`src/sv/rdsc_pkg.sv`:
```
// ----------------------------------------------------------------------------
// rdsc_pkg
// Shared types and constants for the radix digit string converter.
// ----------------------------------------------------------------------------
package rdsc_pkg;

  localparam int VALUE_BITS_DEF = 64;
  localparam int MAX_RADIX_DEF  = 16;

  localparam int RADIX_W = 5;
  localparam int DIGIT_W = 4;
  localparam int CHAR_W  = 8;
  localparam int CFG_W   = 64;
  localparam int IDX_W   = 2;

  // bits of the dividend retired per divide cycle
  localparam int DIV_BITS = 8;

  localparam logic [IDX_W-1:0] REG_RADIX      = 2'd0;
  localparam logic [IDX_W-1:0] REG_CHARS_LOW  = 2'd1;
  localparam logic [IDX_W-1:0] REG_CHARS_HIGH = 2'd2;

  localparam logic [RADIX_W-1:0] RADIX_MIN   = 5'd2;
  localparam logic [RADIX_W-1:0] RADIX_RESET = 5'd10;
  localparam logic [CFG_W-1:0]   CHARS_LOW_RESET  = 64'h3736353433323130;
  localparam logic [CFG_W-1:0]   CHARS_HIGH_RESET = 64'h6665646362613938;

  typedef enum logic [1:0] {
    ST_IDLE,
    ST_DIVIDE,
    ST_EMIT
  } state_t;

  typedef struct packed {
    logic in_ready;
    logic load;
    logic step;
    logic pop;
  } cmd_t;

  typedef struct packed {
    logic digit_done;
    logic quot_zero;
    logic out_free;
    logic cnt_one;
  } status_t;

endpackage

```
`src/sv/rdsc_ctrl.sv`:
```
// ----------------------------------------------------------------------------
// rdsc_ctrl
// Sequencer: load a value, divide digit by digit, then emit the digit stack.
// ----------------------------------------------------------------------------
module rdsc_ctrl (
  input  logic              clk,
  input  logic              rst,
  input  logic              in_valid,
  input  rdsc_pkg::status_t status,
  output rdsc_pkg::cmd_t    cmd
);

  rdsc_pkg::state_t state, state_next;

  always_ff @(posedge clk) begin
    if (rst) begin
      state <= rdsc_pkg::ST_IDLE;
    end else begin
      state <= state_next;
    end
  end

  always_comb begin
    state_next = state;
    case (state)
      rdsc_pkg::ST_IDLE: begin
        if (in_valid) state_next = rdsc_pkg::ST_DIVIDE;
      end
      rdsc_pkg::ST_DIVIDE: begin
        if (status.digit_done && status.quot_zero) state_next = rdsc_pkg::ST_EMIT;
      end
      rdsc_pkg::ST_EMIT: begin
        if (status.out_free && status.cnt_one) state_next = rdsc_pkg::ST_IDLE;
      end
      default: state_next = rdsc_pkg::ST_IDLE;
    endcase
  end

  always_comb begin
    cmd = '0;
    case (state)
      rdsc_pkg::ST_IDLE: begin
        cmd.in_ready = 1'b1;
        cmd.load     = in_valid;
      end
      rdsc_pkg::ST_DIVIDE: begin
        cmd.step = 1'b1;
      end
      rdsc_pkg::ST_EMIT: begin
        cmd.pop = status.out_free;
      end
      default: cmd = '0;
    endcase
  end

endmodule

```
`src/sv/rdsc_datapath.sv`:
```
// ----------------------------------------------------------------------------
// rdsc_datapath
// Config registers, radix divider (DIV_BITS per cycle), digit stack and
// character output register.
// ----------------------------------------------------------------------------
module rdsc_datapath #(
  parameter int VALUE_BITS = rdsc_pkg::VALUE_BITS_DEF,
  parameter int MAX_RADIX  = rdsc_pkg::MAX_RADIX_DEF
) (
  input  logic                          clk,
  input  logic                          rst,
  input  logic                          cfg_we,
  input  logic [rdsc_pkg::IDX_W-1:0]    cfg_index,
  input  logic [rdsc_pkg::CFG_W-1:0]    cfg_data,
  input  logic [VALUE_BITS-1:0]         in_value,
  input  rdsc_pkg::cmd_t                cmd,
  output rdsc_pkg::status_t             status,
  output logic                          out_valid,
  input  logic                          out_ready,
  output logic [rdsc_pkg::CHAR_W-1:0]   out_char,
  output logic                          out_last
);

  localparam int STEPS = (VALUE_BITS + rdsc_pkg::DIV_BITS - 1) / rdsc_pkg::DIV_BITS;
  localparam int PAD   = STEPS * rdsc_pkg::DIV_BITS;
  localparam int SW    = (STEPS > 1) ? $clog2(STEPS) : 1;
  localparam int CW    = $clog2(VALUE_BITS + 1);
  localparam logic [rdsc_pkg::RADIX_W-1:0] RMAX = rdsc_pkg::RADIX_W'(MAX_RADIX);

  logic [rdsc_pkg::RADIX_W-1:0] radix;
  logic [rdsc_pkg::CFG_W-1:0]   chars_low;
  logic [rdsc_pkg::CFG_W-1:0]   chars_high;

  logic [PAD-1:0]               acc, acc_next;
  logic [rdsc_pkg::DIGIT_W-1:0] rem, rem_next;
  logic [SW-1:0]                step_cnt;
  logic [CW-1:0]                cnt;
  logic [rdsc_pkg::DIGIT_W-1:0] stk [VALUE_BITS];
  logic                         digit_done;
  logic [2*rdsc_pkg::CFG_W-1:0] alpha;

  always_ff @(posedge clk) begin
    if (rst) begin
      radix      <= rdsc_pkg::RADIX_RESET;
      chars_low  <= rdsc_pkg::CHARS_LOW_RESET;
      chars_high <= rdsc_pkg::CHARS_HIGH_RESET;
    end else if (cfg_we) begin
      case (cfg_index)
        rdsc_pkg::REG_RADIX: begin
          if (cfg_data < rdsc_pkg::CFG_W'(rdsc_pkg::RADIX_MIN)) radix <= rdsc_pkg::RADIX_MIN;
          else if (cfg_data > rdsc_pkg::CFG_W'(RMAX)) radix <= RMAX;
          else radix <= cfg_data[rdsc_pkg::RADIX_W-1:0];
        end
        rdsc_pkg::REG_CHARS_LOW:  chars_low  <= cfg_data;
        rdsc_pkg::REG_CHARS_HIGH: chars_high <= cfg_data;
        default: ;
      endcase
    end
  end

  // restoring division, DIV_BITS quotient bits per cycle
  always_comb begin
    logic [rdsc_pkg::RADIX_W-1:0] t;
    acc_next = acc;
    rem_next = rem;
    for (int i = 0; i < rdsc_pkg::DIV_BITS; i++) begin
      t        = {rem_next, acc_next[PAD-1]};
      acc_next = {acc_next[PAD-2:0], 1'b0};
      if (t >= radix) begin
        t           = t - radix;
        acc_next[0] = 1'b1;
      end
      rem_next = t[rdsc_pkg::DIGIT_W-1:0];
    end
  end

  assign digit_done = cmd.step && (step_cnt == SW'(STEPS - 1));

  always_ff @(posedge clk) begin
    if (cmd.load) begin
      acc <= PAD'(in_value);
    end else if (cmd.step) begin
      acc <= acc_next;
    end
  end

  always_ff @(posedge clk) begin
    if (rst) begin
      step_cnt <= '0;
      rem      <= '0;
      cnt      <= '0;
    end else if (cmd.load) begin
      step_cnt <= '0;
      rem      <= '0;
      cnt      <= '0;
    end else if (cmd.step) begin
      if (digit_done) begin
        step_cnt <= '0;
        rem      <= '0;
        cnt      <= cnt + CW'(1);
      end else begin
        step_cnt <= step_cnt + SW'(1);
        rem      <= rem_next;
      end
    end else if (cmd.pop) begin
      cnt <= cnt - CW'(1);
    end
  end

  // digit stack: push at the top when a digit completes, pop from the top
  always_ff @(posedge clk) begin
    if (digit_done) begin
      stk[0] <= rem_next;
      for (int i = 1; i < VALUE_BITS; i++) stk[i] <= stk[i-1];
    end else if (cmd.pop) begin
      for (int i = 0; i < VALUE_BITS - 1; i++) stk[i] <= stk[i+1];
    end
  end

  assign alpha = {chars_high, chars_low};

  always_ff @(posedge clk) begin
    if (rst) begin
      out_valid <= 1'b0;
    end else if (cmd.pop) begin
      out_valid <= 1'b1;
    end else if (out_ready) begin
      out_valid <= 1'b0;
    end
  end

  always_ff @(posedge clk) begin
    if (cmd.pop) begin
      out_char <= alpha[{stk[0], 3'b000} +: rdsc_pkg::CHAR_W];
      out_last <= (cnt == CW'(1));
    end
  end

  always_comb begin
    status.digit_done = digit_done;
    status.quot_zero  = (acc_next == '0);
    status.out_free   = !out_valid || out_ready;
    status.cnt_one    = (cnt == CW'(1));
  end

endmodule

```
`src/sv/radix_digit_string_converter.sv`:
```
// ----------------------------------------------------------------------------
// radix_digit_string_converter
// Unsigned value to digit string in a configurable radix, MSD first.
// ----------------------------------------------------------------------------
// Slave stream carries one value per request (tdata[63:0] = value; only the
// low VALUE_BITS bits are used). Master stream returns one character per
// request, tlast set on the final character of the string.
// The config port writes radix (index 0, saturated to 2..MAX_RADIX) and the
// two alphabet words (indexes 1 and 2) on any cycle with cfg_we high.
// Each value is divided by the radix once per digit of the result, the
// divider retiring 8 quotient bits per cycle, then the characters are
// emitted MSD first; s_tready is high again once the last character sits in
// the output register. Zero yields the single digit-0 character.
// A stall on the master side holds the output register and pauses emission;
// no character is dropped. Reset (rst, synchronous) returns to idle, clears
// m_tvalid and restores radix 10 and the alphabet "0123456789abcdef".
// ----------------------------------------------------------------------------
module radix_digit_string_converter #(
  parameter int VALUE_BITS = rdsc_pkg::VALUE_BITS_DEF,
  parameter int MAX_RADIX  = rdsc_pkg::MAX_RADIX_DEF
) (
  input  logic                        clk,
  input  logic                        rst,
  input  logic                        cfg_we,
  input  logic [rdsc_pkg::IDX_W-1:0]  cfg_index,
  input  logic [rdsc_pkg::CFG_W-1:0]  cfg_data,
  input  logic                        s_tvalid,
  output logic                        s_tready,
  input  logic [63:0]                 s_tdata,   // [63:0] value
  output logic                        m_tvalid,
  input  logic                        m_tready,
  output logic [7:0]                  m_tdata,   // [7:0] digit_char
  output logic                        m_tlast    // last
);

  rdsc_pkg::cmd_t    cmd;
  rdsc_pkg::status_t status;

  rdsc_ctrl u_ctrl (
    .clk      (clk),
    .rst      (rst),
    .in_valid (s_tvalid),
    .status   (status),
    .cmd      (cmd)
  );

  rdsc_datapath #(
    .VALUE_BITS (VALUE_BITS),
    .MAX_RADIX  (MAX_RADIX)
  ) u_datapath (
    .clk       (clk),
    .rst       (rst),
    .cfg_we    (cfg_we),
    .cfg_index (cfg_index),
    .cfg_data  (cfg_data),
    .in_value  (s_tdata[VALUE_BITS-1:0]),
    .cmd       (cmd),
    .status    (status),
    .out_valid (m_tvalid),
    .out_ready (m_tready),
    .out_char  (m_tdata),
    .out_last  (m_tlast)
  );

  assign s_tready = cmd.in_ready;

  a_busy_after_accept: assert property (@(posedge clk) disable iff (rst)
    s_tvalid && s_tready |=> !s_tready)
    else $error("accepted a request while a conversion is running");

  a_mid_string_busy: assert property (@(posedge clk) disable iff (rst)
    m_tvalid && !m_tlast |-> !s_tready)
    else $error("idle with a string still incomplete");

  a_reset_state: assert property (@(posedge clk)
    rst |=> s_tready && !m_tvalid)
    else $error("reset did not return to idle");

endmodule

```
`config.mk`:
```
export PLATFORM = sky130hd
export DESIGN_NAME = radix_digit_string_converter
export DESIGN_NICKNAME = d
export VERILOG_FILES = /design/src/sv/rdsc_pkg.sv /design/src/sv/rdsc_ctrl.sv /design/src/sv/rdsc_datapath.sv /design/src/sv/radix_digit_string_converter.sv
export SDC_FILE = /design/constraint.sdc
export NUM_CORES = 1
export LEC_CHECK = 0
export ABC_AREA = 1
export BUFFER_PORTS_ARGS = -buffer_cell sky130_fd_sc_hd__buf_2
export CAP_MARGIN = 40
export CELL_PAD_IN_SITES_DETAIL_PLACEMENT = 1
export CELL_PAD_IN_SITES_GLOBAL_PLACEMENT = 1
export CORE_MARGIN = 2
export CORE_UTILIZATION = 51
export DETAILED_ROUTE_END_ITERATION = 12
export PLACE_DENSITY = 0.91
export SETUP_SLACK_MARGIN = 0.02
export SYNTH_ARGS = -nofsm -noshare
export SYNTH_HDL_FRONTEND = slang
export SYNTH_SLANG_ARGS = --single-unit
```
`constraint.sdc`:
```
create_clock -name clk -period 20.4 [get_ports clk]
set_input_delay 2.04 -clock clk [delete_from_list [all_inputs] [get_ports clk]]
set_output_delay 2.04 -clock clk [all_outputs]
set_load 0.005 [all_outputs]
```
# After elaboration in Yosys (flattened, before gate mapping)
# Memories as Yosys holds them, arrays and structs flattened.
# Cells that the tools add are included.
word_totals:
  regBits: 223
  ram_bits: 256
  output_inout_bits: 11
  memories: 1
mem_list:
  columns: ["name", "depth", "word_bits", "read_ports", "rd_clocked_by_memory_dff", "write_ports", "line_no", "rtl"]
  rows:
  - ["u_datapath.stk", 64, 4, 64, 0, 64, "rdsc_datapath.sv:38", "logic [rdsc_pkg::DIGIT_W-1:0] stk [VALUE_BITS];"]
op_classes:
  n_mux: 102
  n_shift: 1
  n_addsub: 11
  eq_ne: 10
  n_lt_le_gt_ge: 10
  reduce_logical: 17
  n_bitwise: 63
ops:
  columns: ["cell", "n"]
  rows:
  - ["$mux 4", 72]
  - ["$mux 64", 2]
  - ["$shiftx 128x8->8", 1]
  - ["$gt 64x5->1 const B", 1]
  - ["$logic_not 64->1", 1]
  - ["$lt 64x2->1 const B", 1]
  - ["$or 1x1->1", 63]
  - ["$ge 5x5->1", 8]
  - ["$sub 4x4->4", 8]
  - ["$mux 7", 3]
  - ["$mux 1", 17]
  - ["$mux 5", 2]
  - ["$mux 2", 4]
  - ["$reduce_and 2->1", 4]
  - ["$add 7x1->7 const B", 1]
  - ["$eq 7x1->1 const B", 1]
  - ["$sub 7x1->7 const B", 1]
  - ["$pmux 2 s3", 1]
  - ["$reduce_bool 2->1", 3]
  - ["$eq 2x1->1 const B", 2]
  - ["$eq 2x2->1 const B", 2]
  - ["$logic_not 2->1", 2]
  - ["$ne 2x1->1 const B", 2]
  - ["$ne 2x2->1 const B", 2]
  - ["other kinds (8)", 10]

# Logic depth before layout (Yosys ltp)
# Gate-level depths: netlist of run 1.
depth:
  word_depth: 20
  depth_mapped: 77

# Hierarchy
# A second synthesis of run 1 with hierarchy kept.
unflattened:
  cells_unflattened: 2533
  area_unflattened_um2: 22753.1
by_module_without_submodules:
  columns: ["module", "area_per_inst_um2", "seq_area_each_um2", "cells_per_inst", "n_inst"]
  rows:
  - ["rdsc_datapath", 22634.2, 12842.3, 2514, 1]
  - ["rdsc_ctrl", 118.9, 40.0, 19, 1]

# Worst setup path after synthesis of run 1
# Ideal clock, no wire load.
synth_timing:
  kind: "flip-flop to flip-flop"
  startpoint: "register u_datapath.radix[1] (netlist name)"
  endpoint: "memory u_datapath.stk[0][2] (netlist name) (data pin)"
  arrival_time_ps: 8739
  path_slack_ps: 11394
  stages_incl_launch_ff: 64
  path_buffers: 0
  setup_ps: 267
  path_cell_list: "dfxtp_1 inv_1 ha_1 a21o_1 a21o_1 nor2_4 mux2_4 ha_1 nand2_1 inv_1 nand2_1 o21ai_1 nor2_4 inv_1 nand2_1 nand2_1 inv_1 ha_1 [28 not listed] inv_1 ha_1 a21o_1 nand2_1 nand2_1 nor2_4 inv_1 nand2_1 nand2_1 ha_1 nand2_1 inv_1 nand2_1 o21ai_1 nor2_4 or2_1 nand3_1 o21ai_0"
synth_rtl:
  columns: ["item", "line_no", "rtl"]
  rows:
  - ["start: declaration", "rdsc_datapath.sv:30", "logic [rdsc_pkg::RADIX_W-1:0] radix;"]
  - ["start signal: assignment", "rdsc_datapath.sv:44", "radix <= rdsc_pkg::RADIX_RESET;"]
  - ["start signal: assignment", "rdsc_datapath.sv:50", "if (cfg_data < rdsc_pkg::CFG_W'(rdsc_pkg::RADIX_MIN)) radix <= rdsc_pkg::RADIX_MIN;"]
  - ["start signal: assignment", "rdsc_datapath.sv:52", "else radix <= cfg_data[rdsc_pkg::RADIX_W-1:0];"]
  - ["end: declaration", "rdsc_datapath.sv:38", null]

==> results of run 1 <==
kinds of logic after synthesis:
logic type | share of synthesized area
AOI/OAI and AO/OA | 0.113
adders and majority gates | 0.0318
and+or+nand+nor | 0.206
muxes | 0.0147
DFF | 0.566
xor gates and xnor gates | 0.00654
buffers and inverters | 0.0620
flip-flops by register name, summed over array words and instances (netlist names), 2 cells and up:
register and cells:
u_datapath.out_char 8, u_datapath.rem 4, u_datapath.step_cnt 3, u_datapath.chars_low 64, u_datapath.cnt 7, u_datapath.radix 5
u_datapath.acc 64, u_datapath.chars_high 64, u_datapath.stk 256, u_ctrl.state 2
layout make-up:
| type | instances | share of cell area |
|---|---|---|
| clock buffers | 63 | 0.0547 |
| well taps | 592 | 0.0288 |
| diodes | 1 | 0.0000974 |
| flip-flops and latches | 479 | 0.502 |
| repair buffers | 165 | 0.0372 |
| clock inverters | 32 | 0.0151 |
| multi-input cells | 1729 | 0.332 |
| inverters | 210 | 0.0308 |
metal layers:
layer	vias to the layer above	track usage	part of all wire
met5	-	0	0
met4	0	0.105	0.037
met3	162	0.0456	0.050
met2	548	0.493	0.51
met1	9153	0.339	0.40
li1	8644	-	-
synthesized netlist by cell type (2+ instances only):
cell	number	area share
nor3_1	4	0.00088
buf_2	61	0.013
nor2_1	74	0.012
xor2_1	13	0.0050
and2_1	2	0.00055
o21ai_1	6	0.0013
nand3_2	3	0.0013
or2_2	3	0.00082
o21ai_0	212	0.047
nor2_4	8	0.0040
fa_1	8	0.0070
a21oi_2	2	0.00077
clkbuf_1	60	0.0099
xnor2_1	4	0.0015
nand2_2	6	0.0016
nor4_1	8	0.0022
edfxtp_1	329	0.43
nand2_1	975	0.16
inv_2	7	0.0012
mux2i_1	32	0.014
or2_1	3	0.00082
a21o_1	9	0.0030
dfxtp_1	150	0.13
ha_1	45	0.025
inv_1	201	0.033
buf_4	7	0.0023
nand3_1	48	0.011
o21ai_2	8	0.0031
nor2_2	3	0.00082
o211ai_1	89	0.029
nand4_1	28	0.0077
buf_1	2	0.00033
clkinv_1	2	0.00033
buf_6	3	0.0015
a21oi_1	128	0.028
worst min-delay path by stage:
stage / slack (ps) / to / startpoint
2_1_floorplan: 430 / u_datapath.stk[63][0] / u_datapath.stk[62][0]
3_3_place_gp: 430 / u_datapath.stk[63][3] / u_datapath.stk[62][3]
3_5_place_dp: 450 / u_datapath.stk[63][3] / u_datapath.stk[62][3]
4_1_cts: 460 / u_datapath.stk[63][3] / u_datapath.stk[62][3]
5_1_grt: 470 / u_datapath.stk[63][3] / u_datapath.stk[62][3]
6_report: 450 / u_datapath.stk[63][3] / u_datapath.stk[62][3]
metrics by stage:
step | hold WS [ps] | cells | cell area [um2]
2_1_floorplan | 427 | 2551 | 22800
3_3_place_gp | 434 | 3170 | 23800
3_5_place_dp | 449 | 3175 | 23900
4_1_cts | 455 | 3270 | 25700
5_1_grt | 469 | 3270 | 25700
6_report | 453 | 3271 | 25700
==> flow_summary_export.csv, run 1 <==
group,metric,value,unit
run_status,status,"finished clean",
cells_and_area,multiInputGateArea,8520,um2
placement,port_buffers,145,
drt,vias,18500,
setup_path,crit_buf_inv,8,
clock_tree,postCtsSetupRepairBufs,0,
clock_tree,clock_sinks,479,
synthesis,synth-edff-count,329,
setup_path,cp.arrival,10990,ps
setup_path,max_stage_delay,690,ps
timing,maxSlewViolCount,0,
drt,drt_iter0_drc,1495,
clock_tree,cts_buffers,51,
drt,drt-pass1-iter-count,5,
setup_path,path_common_cell,"nand2_1",
floorplanning,coreArea,44100,um2
synthesis,postSynthCellCount,2551,
min_path,holdPathStages,0,
setup_path,ff2ff_path_depth,60,
clock_tree,ctsLongestPathBuffers,3,
synthesis,ys_warn_count,0,
floorplanning,io_pins,146,
setup_path,path_depth,60,
synthesis,ys_seq_elements,479,
drt,ant_nets,0,
grt,gr-total-overflow,0,
cells_and_area,fill_cells,5182,
grt,grt_usage,0.278,
timing,worstMarginPinSlew,929,ps
grt,grt_pass1_wl,104000,um
clock_tree,h-tree-depth,2,
cells_and_area,final_core_util,0.582,
floorplanning,num_rows,77,
grt,grt_pass1_vias,20000,
clock_tree,ctsResizeCount,0,
drt,wire_per_inst,19.6,um
setup_path,start_kind,"register",
setup_path,cp.required,20710,ps
setup_path,cp-endpoint,"u_datapath.stk[0][3]",
timing,timing.final.crit_share,0.524,
timing,finalClockSkew,17.7,ps
timing,tns,0,ps
synthesis,syn-num-nets,2739,
setup_path,path_delay_family,"simple AND/OR/NAND/NOR gates",
timing,rsz0062_at_grt,"no",
placement,dp_hpwl,42200,um
cells_and_area,area_growth,12.8,%
flow_run,maxCapViolCount,0,
floorplanning,initial_core_util,0.516,
clock_tree,clock_tree.root_cell,"clkbuf_16",
min_path,hold_class,"reg2reg",
synthesis,yosysSeqAreaShare,0.566,
synthesis,async_flop_share,0,
synthesis,synth_top_flop_cell,"edfxtp_1",
clock_tree,clk_latency,590,ps
cells_and_area,mostFrequentLayoutCells,"nand2_1, edfxtp_1, o21ai_0",
clock_tree,cts_hold_buf,0,
setup_path,cp-end-kind,"register",
setup_path,critPathSlowestCell,"dfxtp_1",
placement,gp_congestion,0.833,
cells_and_area,layout_commonest_cell,"nand2_1",
setup_path,r2r-end,"u_datapath.stk[0][3]",
cells_and_area,drive_gt1_frac,0.111,
clock_tree,cts.reportedPaths.clkPinSlew,60,ps
clock_tree,cts_tree,"built",
setup_path,r2r_slack,9720,ps
timing,finalWorstSetupSlack,9720,ps
timing,hold_viol_final,0,
setup_path,crit_start,"u_datapath.radix[1]",
timing,setup_violations,0,
grt,grt_start_max_net_pins,111,
setup_path,rr_startpoint,"u_datapath.radix[1]",
synthesis,syn_area,22800,um2
placement,dp_slack,9770,ps
timing,fmax,0.0936,GHz
floorplanning,die_w,215,um
synthesis,avgSynthCellArea,8.93,um2
setup_path,path_max_fanout,9,
drt,vias_per_cell,5.66,
synthesis,ys_types,43,
timing,slew_headroom,0.381,
cells_and_area,ff_latch_area,12900,um2
timing,finalCriticalPeriod,10680,ps
grt,antenna_found_initial,0,
floorplanning,die_h,215,um
setup_path,crit_type,"reg2reg",
drt,finalWirelength,64200,um
drt,drc,0,
cells_and_area,final_nets,2824,
floorplanning,die_area,46400,um2
Power of run 1 is not shown: default switching activity piles up to over one toggle a cycle in this logic, so the estimate is an artifact.
==> run 2, diff against run 1 <==
--- a/config.mk
+++ b/config.mk
@@ -5,15 +5,15 @@
 export SDC_FILE = /design/constraint.sdc
 export NUM_CORES = 1
 export LEC_CHECK = 0
-export ABC_AREA = 1
+export ABC_AREA = 0
 export BUFFER_PORTS_ARGS = -buffer_cell sky130_fd_sc_hd__buf_2
 export CAP_MARGIN = 40
 export CELL_PAD_IN_SITES_DETAIL_PLACEMENT = 1
 export CELL_PAD_IN_SITES_GLOBAL_PLACEMENT = 1
 export CORE_MARGIN = 2
-export CORE_UTILIZATION = 51
+export CORE_UTILIZATION = 47
 export DETAILED_ROUTE_END_ITERATION = 12
-export PLACE_DENSITY = 0.91
+export PLACE_DENSITY = 0.84
 export SETUP_SLACK_MARGIN = 0.02
 export SYNTH_ARGS = -nofsm -noshare
 export SYNTH_HDL_FRONTEND = slang
==> constraint.sdc (replaced) <==
create_clock -name clk -period 11.2 [get_ports clk]
set_input_delay 1.12 -clock clk [delete_from_list [all_inputs] [get_ports clk]]
set_output_delay 1.12 -clock clk [all_outputs]
set_load 0.005 [all_outputs]
==> run 2 against run 1 <==
Synthesized area down 2.3%. First-iteration DRC count is 14% lower. Sequential cell count stayed put. Routed wire length down 9.2%. Synthesized cell count shrank 7.7%. Critical path depth down 13. Fmax down 0.42%. Cell count decreased by 4.7%. Critical endpoint is now u_ctrl.state[0]. Worst setup slack lost 9200 ps. Global-route usage decreased by 4.1 points. Clock skew up 7.7 ps.
==> flow_summary_export.csv, run 2 <==
group,metric,value,unit
setup_path,start_kind,"register",
synthesis,synth-edff-count,329,
timing,slew_headroom,0.409,
timing,finalCriticalPeriod,10730,ps
setup_path,cp.arrival,11190,ps
clock_tree,ctsLongestPathBuffers,3,
timing,hold_viol_final,0,
setup_path,crit_type,"reg2reg",
setup_path,path_max_fanout,6,
grt,grt_pass1_wl,94800,um
run_status,status,"finished clean",
drt,wire_per_inst,18.7,um
power_and_ir_drop,pwr_density_cell,347,nW/um2
setup_path,cp-end-kind,"register",
synthesis,yosysSeqAreaShare,0.579,
cells_and_area,mostFrequentLayoutCells,"nand2_1, edfxtp_1, dfxtp_1",
timing,worstMarginPinSlew,887,ps
clock_tree,clk_latency,600,ps
power_and_ir_drop,power,8820,uW
cells_and_area,stdcell_count,3116,
timing,tns,0,ps
cells_and_area,largest_reg_flops,256,
floorplanning,num_rows,79,
synthesis,synthXorXnorAreaFrac,0.00905,
synthesis,synth_top_family_by_area,"simple AND/OR/NAND/NOR gates",
clock_tree,cts.reportedPaths.clkPinSlew,60,ps
drt,vias_per_cell,5.52,
floorplanning,die_area,49100,um2
synthesis,ys_warn_count,0,
synthesis,yosys.area_share.simple,0.257,
grt,gr-total-overflow,0,
timing,maxSlewViolCount,0,
synthesis,synth_commonest_cells,"nand2_1, edfxtp_1, dfxtp_1",
synthesis,syn_area,22200,um2
setup_path,max_stage_delay,460,ps
floorplanning,die_w,222,um
drt,ant_nets,0,
synthesis,synthAdderAreaFrac,0.0325,
clock_tree,cts_buffers,52,
grt,grt_usage,0.237,
clock_tree,clock_tree.root_cell,"clkbuf_16",
cells_and_area,area_growth,14.3,%
clock_tree,cts_tree,"built",
grt,grt_pass1_vias,18400,
cells_and_area,max_flop_register,"u_datapath.stk",
drt,finalWirelength,58300,um
clock_tree,cts_hold_buf,0,
synthesis,synth_top_cell_area_share,0.444,
clock_tree,h-tree-depth,2,
synthesis,yosysTopAreaCell,"edfxtp_1",
setup_path,path_common_cell,"ha_1",
power_and_ir_drop,leakage,0.0106,uW
min_path,hold_class,"reg2reg",
timing,finalClockSkew,25.4,ps
placement,dp_cells,3017,
grt,grt_start_max_net_pins,101,
drt,vias,17200,
clock_tree,clock_sinks,479,
floorplanning,coreArea,46700,um2
cells_and_area,layout_commonest_cell,"nand2_1",
synthesis,ys_types,56,
synthesis,syn-num-nets,2542,
synthesis,synth_compound_area_frac,0.0457,
placement,dp_hpwl,37800,um
flow_run,maxCapViolCount,0,
synthesis,synthTopCellsByArea,"edfxtp_1, nand2_1, dfxtp_1",
synthesis,async_flop_share,0,
setup_path,cp.required,11670,ps
synthesis,ys_seq_elements,479,
timing,timing.final.crit_share,0.958,
cells_and_area,final_nets,2656,
power_and_ir_drop,irDropWorstVdd,1010,uV
floorplanning,die_h,222,um
synthesis,yosysMostFrequentCell,"nand2_1",
grt,antenna_found_initial,0,
placement,gp_congestion,0.847,
drt,drc,0,
synthesis,postSynthCellCount,2354,
timing,setup_violations,0,
synthesis,muxShareOfSynthArea,0.0490,
placement,port_buffers,145,
floorplanning,io_pins,146,
synthesis,avgSynthCellArea,9.45,um2
timing,fmax,0.0932,GHz
floorplanning,initial_core_util,0.477,
cells_and_area,drive_gt1_frac,0.138,
drt,drt-pass1-iter-count,5,
synthesis,synth_top_flop_cell,"edfxtp_1",
setup_path,critPathSlowestCell,"or4_1",
drt,drt_iter0_drc,1289,
## run 2: cell types whose count changed after synthesis, sizes merged, moves of 20 or more
cell    before   now
inv        208    37
mux2i       32    10
o211ai      89     1
nand3b       0    60
nand2      982  1198
nand3       51     7
nor4         8    28
clkbuf      60   115
o21ai      226    21
mux4         0    40
nor2        86    48
buf         73    11
## run 2: layout make-up
cell class	count	area [um2]
clock buffers	69	1470
clock inverters	25	205
inverters	37	150
multi-input cells	1712	8880
diodes	1	2.50
well taps	607	759
repair buffers	186	1090
fillers	5332	21200
flip-flops and latches	479	12900
## run 2: timing repair
item,in CTS,in global routing
endpoints found under the hold margin,0,0
resized for setup,2,18
setup endpoints to repair,2,11
pin swaps,0,6
setup buffers,0,4
## run 2: cell families (layout without fill, tap and decap cells)
family	count (synthesis)	in the layout
AOI/OAI and AO/OA	180	180
and+or+nand+nor	1398	1398
xor gates and xnor gates	23	23
other	0	1
buffers and inverters	163	317
muxes	58	58
DFF	479	479
adders and majority gates	53	53
## run 2: report_power, final
part | switching (uW) | internal, uW
combinational | 2820 | 2160
sequential | 40.4 | 2110
clock | 723 | 970
## run 2: final timing paths
| check | start | endpoint | slack, ps | cells after the start |
|---|---|---|---|---|
| hold / removal | u_datapath.chars_high[0] | u_datapath.chars_high[0] | 450 | 2 |
| setup / recovery | u_datapath.rem[1] | u_ctrl.state[0] | 470 | 47 |
| hold reg to reg | u_datapath.chars_high[0] | u_datapath.chars_high[0] | 450 | 2 |
| setup reg to reg | u_datapath.rem[1] | u_ctrl.state[0] | 470 | 47 |
## run 2: critical path, delay by kind of cell (launching register included)
| family | cells | cell delay [ps] |
|---|---|---|
| AO/OA/AOI/OAI | 23 | 4310 |
| adder cells (fa/ha/maj) | 8 | 2470 |
| buffers and inverters | 4 | 280 |
| flip-flops | 1 | 370 |
| multiplexers | 4 | 1400 |
| AND/OR/NAND/NOR | 8 | 1750 |
## run 2: per-stage QoR
step,utilization,hold slack [ps],instance area (um2),setup slack [ps]
floorplan,-,426,22300,157
global placement,0.505,434,23500,361
detailed placement,0.507,439,23600,-104
CTS,0.543,455,25300,100
global route,0.545,478,25400,-12.6
finish,0.545,454,25400,471
## run 2: routing by layer
metal  track usage  routed length [um]  vias to the layer above
li1              -                   -                     8117
met1         0.304               25000                     8628
met2         0.412               29200                      342
met3        0.0347                2380                      117
met4        0.0774                1730                        0
met5             0                   0                        -
Note: power is estimated with default switching activity, not from simulation.
==> run 3, diff against run 2 <==
--- a/config.mk
+++ b/config.mk
@@ -5,7 +5,7 @@
 export SDC_FILE = /design/constraint.sdc
 export NUM_CORES = 1
 export LEC_CHECK = 0
-export ABC_AREA = 0
+export ABC_AREA = 1
 export BUFFER_PORTS_ARGS = -buffer_cell sky130_fd_sc_hd__buf_2
 export CAP_MARGIN = 40
 export CELL_PAD_IN_SITES_DETAIL_PLACEMENT = 1
@@ -13,7 +13,7 @@
 export CORE_MARGIN = 2
 export CORE_UTILIZATION = 47
 export DETAILED_ROUTE_END_ITERATION = 12
-export PLACE_DENSITY = 0.84
+export PLACE_DENSITY = 0.85
 export SETUP_SLACK_MARGIN = 0.02
 export SYNTH_ARGS = -nofsm -noshare
 export SYNTH_HDL_FRONTEND = slang
==> run 3 against run 2 <==
Via count up 4.9%. Routed wire length increased by 5.0%. Hold slack gained 10 ps. Clock skew about the same.
==> flow_summary_export.csv, run 3 (synthesis gave the netlist of run 1 again) <==
group,metric,value,unit
drt,ant_nets,0,
drt,vias,18100,
floorplanning,initial_core_util,0.477,
timing,tns,0,ps
timing,maxSlewViolCount,0,
setup_path,path_max_fanout,9,
cells_and_area,max_flop_register,"u_datapath.stk",
cells_and_area,final_nets,2826,
clock_tree,cts_buffers,52,
grt,gr-total-overflow,0,
placement,dp_hpwl,40300,um
timing,finalClockSkew,25.5,ps
clock_tree,clock_sinks,479,
setup_path,critPathSlowestCell,"ha_1",
grt,antenna_found_initial,2,
drt,finalWirelength,61200,um
floorplanning,num_rows,80,
clock_tree,cts_tree,"built",
min_path,hold_class,"reg2reg",
drt,drc,0,
timing,timing.final.crit_share,0.922,
timing,rsz0062_at_grt,"no",
drt,drt-pass1-iter-count,5,
drt,wire_per_inst,18.6,um
cells_and_area,fill_cells,5553,
placement,gp_congestion,0.846,
setup_path,cp-end-kind,"register",
grt,grt_pass1_vias,19300,
setup_path,max_stage_delay,370,ps
grt,busiest_layer,"met2",
grt,met3_usage,0.0342,
setup_path,cp.arrival,10630,ps
grt,grt_usage,0.247,
floorplanning,die_area,50200,um2
cells_and_area,mostFrequentLayoutCells,"nand2_1, edfxtp_1, o21ai_0",
grt,grt.met2_usage,0.434,
clock_tree,postCtsSetupRepairBufs,0,
setup_path,start_kind,"register",
floorplanning,die_w,224,um
timing,fmax,0.0969,GHz
grt,grt_pass1_wl,100000,um
cells_and_area,antenna_cells,0,
timing,slew_headroom,0.361,
cells_and_area,area_growth,12.0,%
cells_and_area,layout_commonest_cell,"nand2_1",
timing,finalCriticalPeriod,10320,ps
setup_path,cp.required,11510,ps
clock_tree,ctsLongestPathBuffers,3,
floorplanning,die_h,224,um
floorplanning,coreArea,47700,um2
flow_run,maxCapViolCount,0,
clock_tree,cts.reportedPaths.clkPinSlew,60,ps
grt,use_met1,0.312,
clock_tree,clk_latency,600,ps
timing,setup_violations,0,
floorplanning,io_pins,146,
timing,hold_viol_final,0,
timing,worstMarginPinSlew,958,ps
placement,port_buffers,145,
run_status,status,"finished clean",
clock_tree,h-tree-depth,2,
clock_tree,clock_tree.root_cell,"clkbuf_16",
clock_tree,cts_hold_buf,0,
drt,drt_iter0_drc,1387,
grt,grt_start_max_net_pins,96,
drt,vias_per_cell,5.48,
clock_tree,ctsResizeCount,0,
cells_and_area,largest_reg_flops,256,
setup_path,path_common_cell,"nand2_1",
setup_path,crit_type,"reg2reg",
cells_and_area,drive_gt1_frac,0.108,
[run 3: cell types whose count changed in the layout (fill, tap and decap cells not counted), sizes merged, moves of 15 or more]
| cell | before | now |
|---|---|---|
| o211ai | 1 | 89 |
| mux2i | 10 | 32 |
| nand4 | 11 | 28 |
| buf | 186 | 166 |
| inv | 41 | 208 |
| nor4 | 28 | 8 |
| nand3b | 60 | 0 |
| nand2 | 1198 | 982 |
| nor2 | 48 | 86 |
| o21ai | 21 | 226 |
| mux4 | 40 | 0 |
| a21oi | 115 | 130 |
| nand3 | 7 | 51 |
[run 3: layer usage]
metal / part of all wire / up-vias / routed length, um
met3: 0.040 / 126 / 2470
met2: 0.50 / 386 / 30600
met4: 0.030 / 2 / 1810
li1: - / 8664 / -
met1: 0.43 / 8877 / 26200
met5: 0.00021 / - / 13
[run 3: cell type report]
| class | instances | area, um2 | area share |
|---|---|---|---|
| clock buffers | 73 | 1410 | 0.0553 |
| clock inverters | 24 | 185 | 0.00726 |
| inverters | 210 | 792 | 0.0311 |
| multi-input cells | 1729 | 8520 | 0.334 |
| flip-flops and latches | 479 | 12900 | 0.505 |
| well taps | 615 | 769 | 0.0302 |
| repair buffers | 166 | 943 | 0.0370 |
[run 3: worst paths after layout]
path / depth (start not counted) / from / end / slack (ps)
hold reg to reg: 2 / u_datapath.chars_high[40] / u_datapath.chars_high[40] / 460
setup reg to reg: 60 / u_datapath.radix[2] / u_datapath.stk[0][0] / 880
hold / removal: 2 / u_datapath.chars_high[40] / u_datapath.chars_high[40] / 460
setup / recovery: 60 / u_datapath.radix[2] / u_datapath.stk[0][0] / 880
[run 3: through the flow]
| stage | cell area (um2) | hold slack (ps) | worst slack, ps | utilization | cells |
|---|---|---|---|---|---|
| 2_1_floorplan | 22800 | 427 | 2190 | - | 2551 |
| 3_3_place_gp | 23800 | 440 | 1600 | 0.499 | 3196 |
| 3_5_place_dp | 23900 | 448 | 977 | 0.501 | 3199 |
| 4_1_cts | 25500 | 457 | 922 | 0.534 | 3296 |
| 5_1_grt | 25500 | 484 | 137 | 0.534 | 3296 |
| 6_report | 25500 | 464 | 877 | 0.534 | 3296 |
[run 3: worst max-delay path, delay by kind of cell, from the launching register on]
kind            cells  cell delay [ps]
flops               1              310
mux                 1              330
fa+ha+maj           8             2640
buf+inv             8              810
simple gates       32             3810
compound gates     11             2080
Power of run 3 is left out for the same reason.
